File: src/rtl/q2e_queue.sv
`default_nettype none
// ----------------------------------------------------------------------------
// q2e_queue
// small register queue between the classifying front and the cordic back
// ----------------------------------------------------------------------------
module q2e_queue #(
    parameter int WIDTH = 8,
    parameter int DEPTH = 2
) (
    input  logic             clk,
    input  logic             rst_n,
    input  logic             in_valid,
    output logic             in_ready,
    input  logic [WIDTH-1:0] in_data,
    output logic             out_valid,
    input  logic             out_ready,
    output logic [WIDTH-1:0] out_data
);
    localparam int PTR_W = $clog2(DEPTH);
    localparam int CNT_W = $clog2(DEPTH + 1);

    logic [WIDTH-1:0] mem_reg [DEPTH];
    logic [PTR_W-1:0] wr_ptr_reg, rd_ptr_reg;
    logic [CNT_W-1:0] count_reg;
    logic             push, pop;

    assign in_ready  = count_reg != CNT_W'(DEPTH);
    assign out_valid = count_reg != '0;
    assign out_data  = mem_reg[rd_ptr_reg];
    assign push      = in_valid && in_ready;
    assign pop       = out_valid && out_ready;

    always_ff @(posedge clk or negedge rst_n)
    begin
        if (!rst_n)
        begin
            wr_ptr_reg <= '0;
            rd_ptr_reg <= '0;
            count_reg  <= '0;
        end
        else
        begin
            if (push)
                wr_ptr_reg <= wr_ptr_reg + PTR_W'(1);
            if (pop)
                rd_ptr_reg <= rd_ptr_reg + PTR_W'(1);
            if (push && !pop)
                count_reg <= count_reg + CNT_W'(1);
            else if (pop && !push)
                count_reg <= count_reg - CNT_W'(1);
        end
    end

    always_ff @(posedge clk)
    begin
        if (push)
            mem_reg[wr_ptr_reg] <= in_data;
    end

`ifndef SYNTH
    a_count_bound: assert property (@(posedge clk) disable iff (!rst_n)
        count_reg <= CNT_W'(DEPTH))
        else $error("queue count out of range");
`endif

endmodule
`default_nettype wire

File: config.mk
export PLATFORM = sky130hd
export DESIGN_NAME = q2e_queue
export DESIGN_NICKNAME = d
export VERILOG_FILES = /design/src/rtl/q2e_queue.sv
export SDC_FILE = /design/constraint.sdc
export NUM_CORES = 1
export LEC_CHECK = 0
export BUFFER_PORTS_ARGS = -buffer_cell sky130_fd_sc_hd__buf_4
export CAP_MARGIN = 20
export CORE_MARGIN = 2
export CORE_UTILIZATION = 44
export DETAILED_ROUTE_END_ITERATION = 8
export PLACE_DENSITY = 0.7
export SLEW_MARGIN = 10
export SYNTH_ARGS = -nofsm -noshare
export SYNTH_HDL_FRONTEND = slang
export SYNTH_SLANG_ARGS = --single-unit
File: constraint.sdc
create_clock -name clk -period 1.2 [get_ports clk]
set_input_delay 0.24 -clock clk [delete_from_list [all_inputs] [get_ports clk]]
set_output_delay 0.24 -clock clk [all_outputs]
set_load 0.02 [all_outputs]
==> run metrics <==
status=finished, violations left; failing checks=setup timing; FF+latch count, synth=20; PwrDens=2470 nW/µm²; RSZ-0062 raised after global routing=yes; Avg WL per Cell=12.4 µm; die width=46.3 µm; Switching Share=32.4%; initial antenna violation count=0; # DRC=0; Worst setup SP type=register; part of the power in the clock network=10.3%; relative slew slack=86.8%; post-layout minimum cycle time=1.52 ns; post-synth top area cell=edfxtp_1; maximum clock path buffer count=2; GPL Wtd Cong=0.696; top post-synthesis cells by area=edfxtp_1 (61%), dfrtp_1 (13%), mux2_2 (11%); vias in the first global route=492; cells after synthesis=43; WL final=1310 µm; multi-input logic area=234 µm²; Placement Rows=15; post-detailed-route count of antenna-violating nets=0; post-place setup slack=-0.151 ns; HP Class=primary input to register; FMAX=0.658 GHz; pin count of the biggest net entering global routing=12; Clock Tree Root=clkbuf_4; core area=1710 µm²; Max VDD drop=1.56 mV; area share of the largest cell type after synthesis=61.0%; crit path capture type=output port; Remaining Overflow, GRT=0; antenna diode count=0; TritonRoute pass-1 iters=1; synthesis-to-layout area growth=51.4%; number of clock sinks=20; Seq. cell area=582 µm²; Ports=22; Final nets=94; max-cap violation count=0; H-tree depth=1; final setup violation count=17; Post-DP HPWL=905 µm; Tcrit/Tclk final=127%; sequential fraction of the synthesis area=73.8%; most used flip-flop cell after synthesis=edfxtp_1; ys async rst share=20.0%; Syn Area/Cell=18.3 µm²; Int Power=0.00199 W; max FFs per register=16; Switch Pwr=0.000952 W; TritonCTS clock tree=built; Reg clk slew, reported paths=0.10 ns; number of synthesis warnings=0; DR iter-0 viols=0; combinational power share=52.8%; syn_nets=56; worst slew pin tran=0.198 ns; die height=46.3 µm; P_leak=0.488 nW; clk_lat worst skew=0.28 ns; final core occ=69.7%; first-pass GRT wire length=2020 µm; total number of vias=464; Worst Path Max Fanout=4; Starting Density=46.1%; fin. max-slew vios=0; post-DR vias/cell=4.42; synthesized area=787 µm²; Clock Skew=0.00525 ns; Port Buffers=21; Die ar.=2140 µm²; Critical Path RT=0.96 ns; EDFF count, synth=16; sequential power share=36.9%; layout cells sized above 1=66.3%; CP Class=register to output port; setup ws final=-0.320 ns; GRT Overall Usage=14.1%; total power=0.00294 W; final hold violations=0; Netlist cell types=14; CP arrival=1.28 ns; CTS buffer count=3; filler instances=128
==> final timing paths <==
path                            depth (start not counted)  slack, ns          from            end
max in group asynchronous                               2       0.81         rst_n     rd_ptr_reg
worst min register to register                          2       0.60  count_reg[0]   count_reg[0]
worst min-delay path                                    1       0.13    in_data[1]  mem_reg[1][1]
worst max register to register                          6      -0.17  count_reg[1]   count_reg[1]
min in group asynchronous                               2       0.28         rst_n     rd_ptr_reg
worst max-delay path                                    3      -0.32    rd_ptr_reg    out_data[4]
==> layout by cell type (no fill, tap or decap) <==
cell	count
buf_4	18
edfxtp_1	16
buf_6	15
mux2_2	7
xnor2_1	3
clkbuf_4	3
dfrtp_1	3
nand2_4	2
xor2_1	2
mux2_4	1
nand2b_4	1
inv_2	1
or2_4	1
and3_4	1
nor2_4	1
nor2_1	1
ha_4	1
clkbuf_1	1
dlygate4sd3_1	1
dfrtp_2	1
==> Yosys cell counts (2+ instances only) <==
master	number
edfxtp_1	16
nor2_1	2
xor2_1	2
mux2_2	8
dfrtp_1	4
xnor2_1	3
==> through the flow <==
stage	TNS, ns	hold WS [ns]	cell area, µm²	std cells
floorplan	-0.372	-0.0556	811	43
global placement	-1.13	0.0389	1050	95
detailed placement	-1.47	0.0391	1050	95
CTS	-3.01	0.123	1180	105
global route	-4.05	0.116	1190	105
finish	-3.01	0.132	1190	105
==> what timing repair did <==
item,4_1_cts,5_1_grt
pin swaps,4,3
endpoints found under the hold margin,4,0
hold buffers,1,0
buffers inserted,5,0
gates resized for setup,18,3
endpoints found under the setup margin,20,25
==> worst max-delay path, cell delays in order (launching register included) <==
cell,delay [ns]
dfrtp_2,0.41
buf_6,0.13
mux2_2,0.34
buf_6,0.13
==> layout make-up <==
type,count,share of cell area (%)
repair buffers,34,26.4
well taps,25,2.63
multi-input cells,21,19.6
flip-flops and latches,20,48.8
clock buffers,4,2.21
inverters,1,0.315
==> per-layer routing <==
layer  routed length (µm)  GRT usage [%]
met2                  730           26.1
met3                   55           3.53
met1                  520           15.3
met4                    0           5.14
met5                    0              0
==> kinds of logic after synthesis <==
| kind of cell | Yosys count | synth area share, % |
|---|---|---|
| xor gates and xnor gates | 5 | 5.57 |
| adders and majority gates | 1 | 1.59 |
| muxes | 8 | 11.4 |
| buffers and inverters | 2 | 1.11 |
| and+or+nand+nor | 7 | 6.52 |
| DFF | 20 | 73.8 |
==> power by group through the flow <==
stage               clock, W  combinational [W]  sequential (W)
floorplan                  0           0.000767         0.00106
global placement           0            0.00117         0.00111
detailed placement         0            0.00120         0.00112
CTS                 0.000317            0.00154         0.00108
global route        0.000347            0.00165         0.00110
finish              0.000304            0.00155         0.00108
Power figures use the tool's default switching activity.
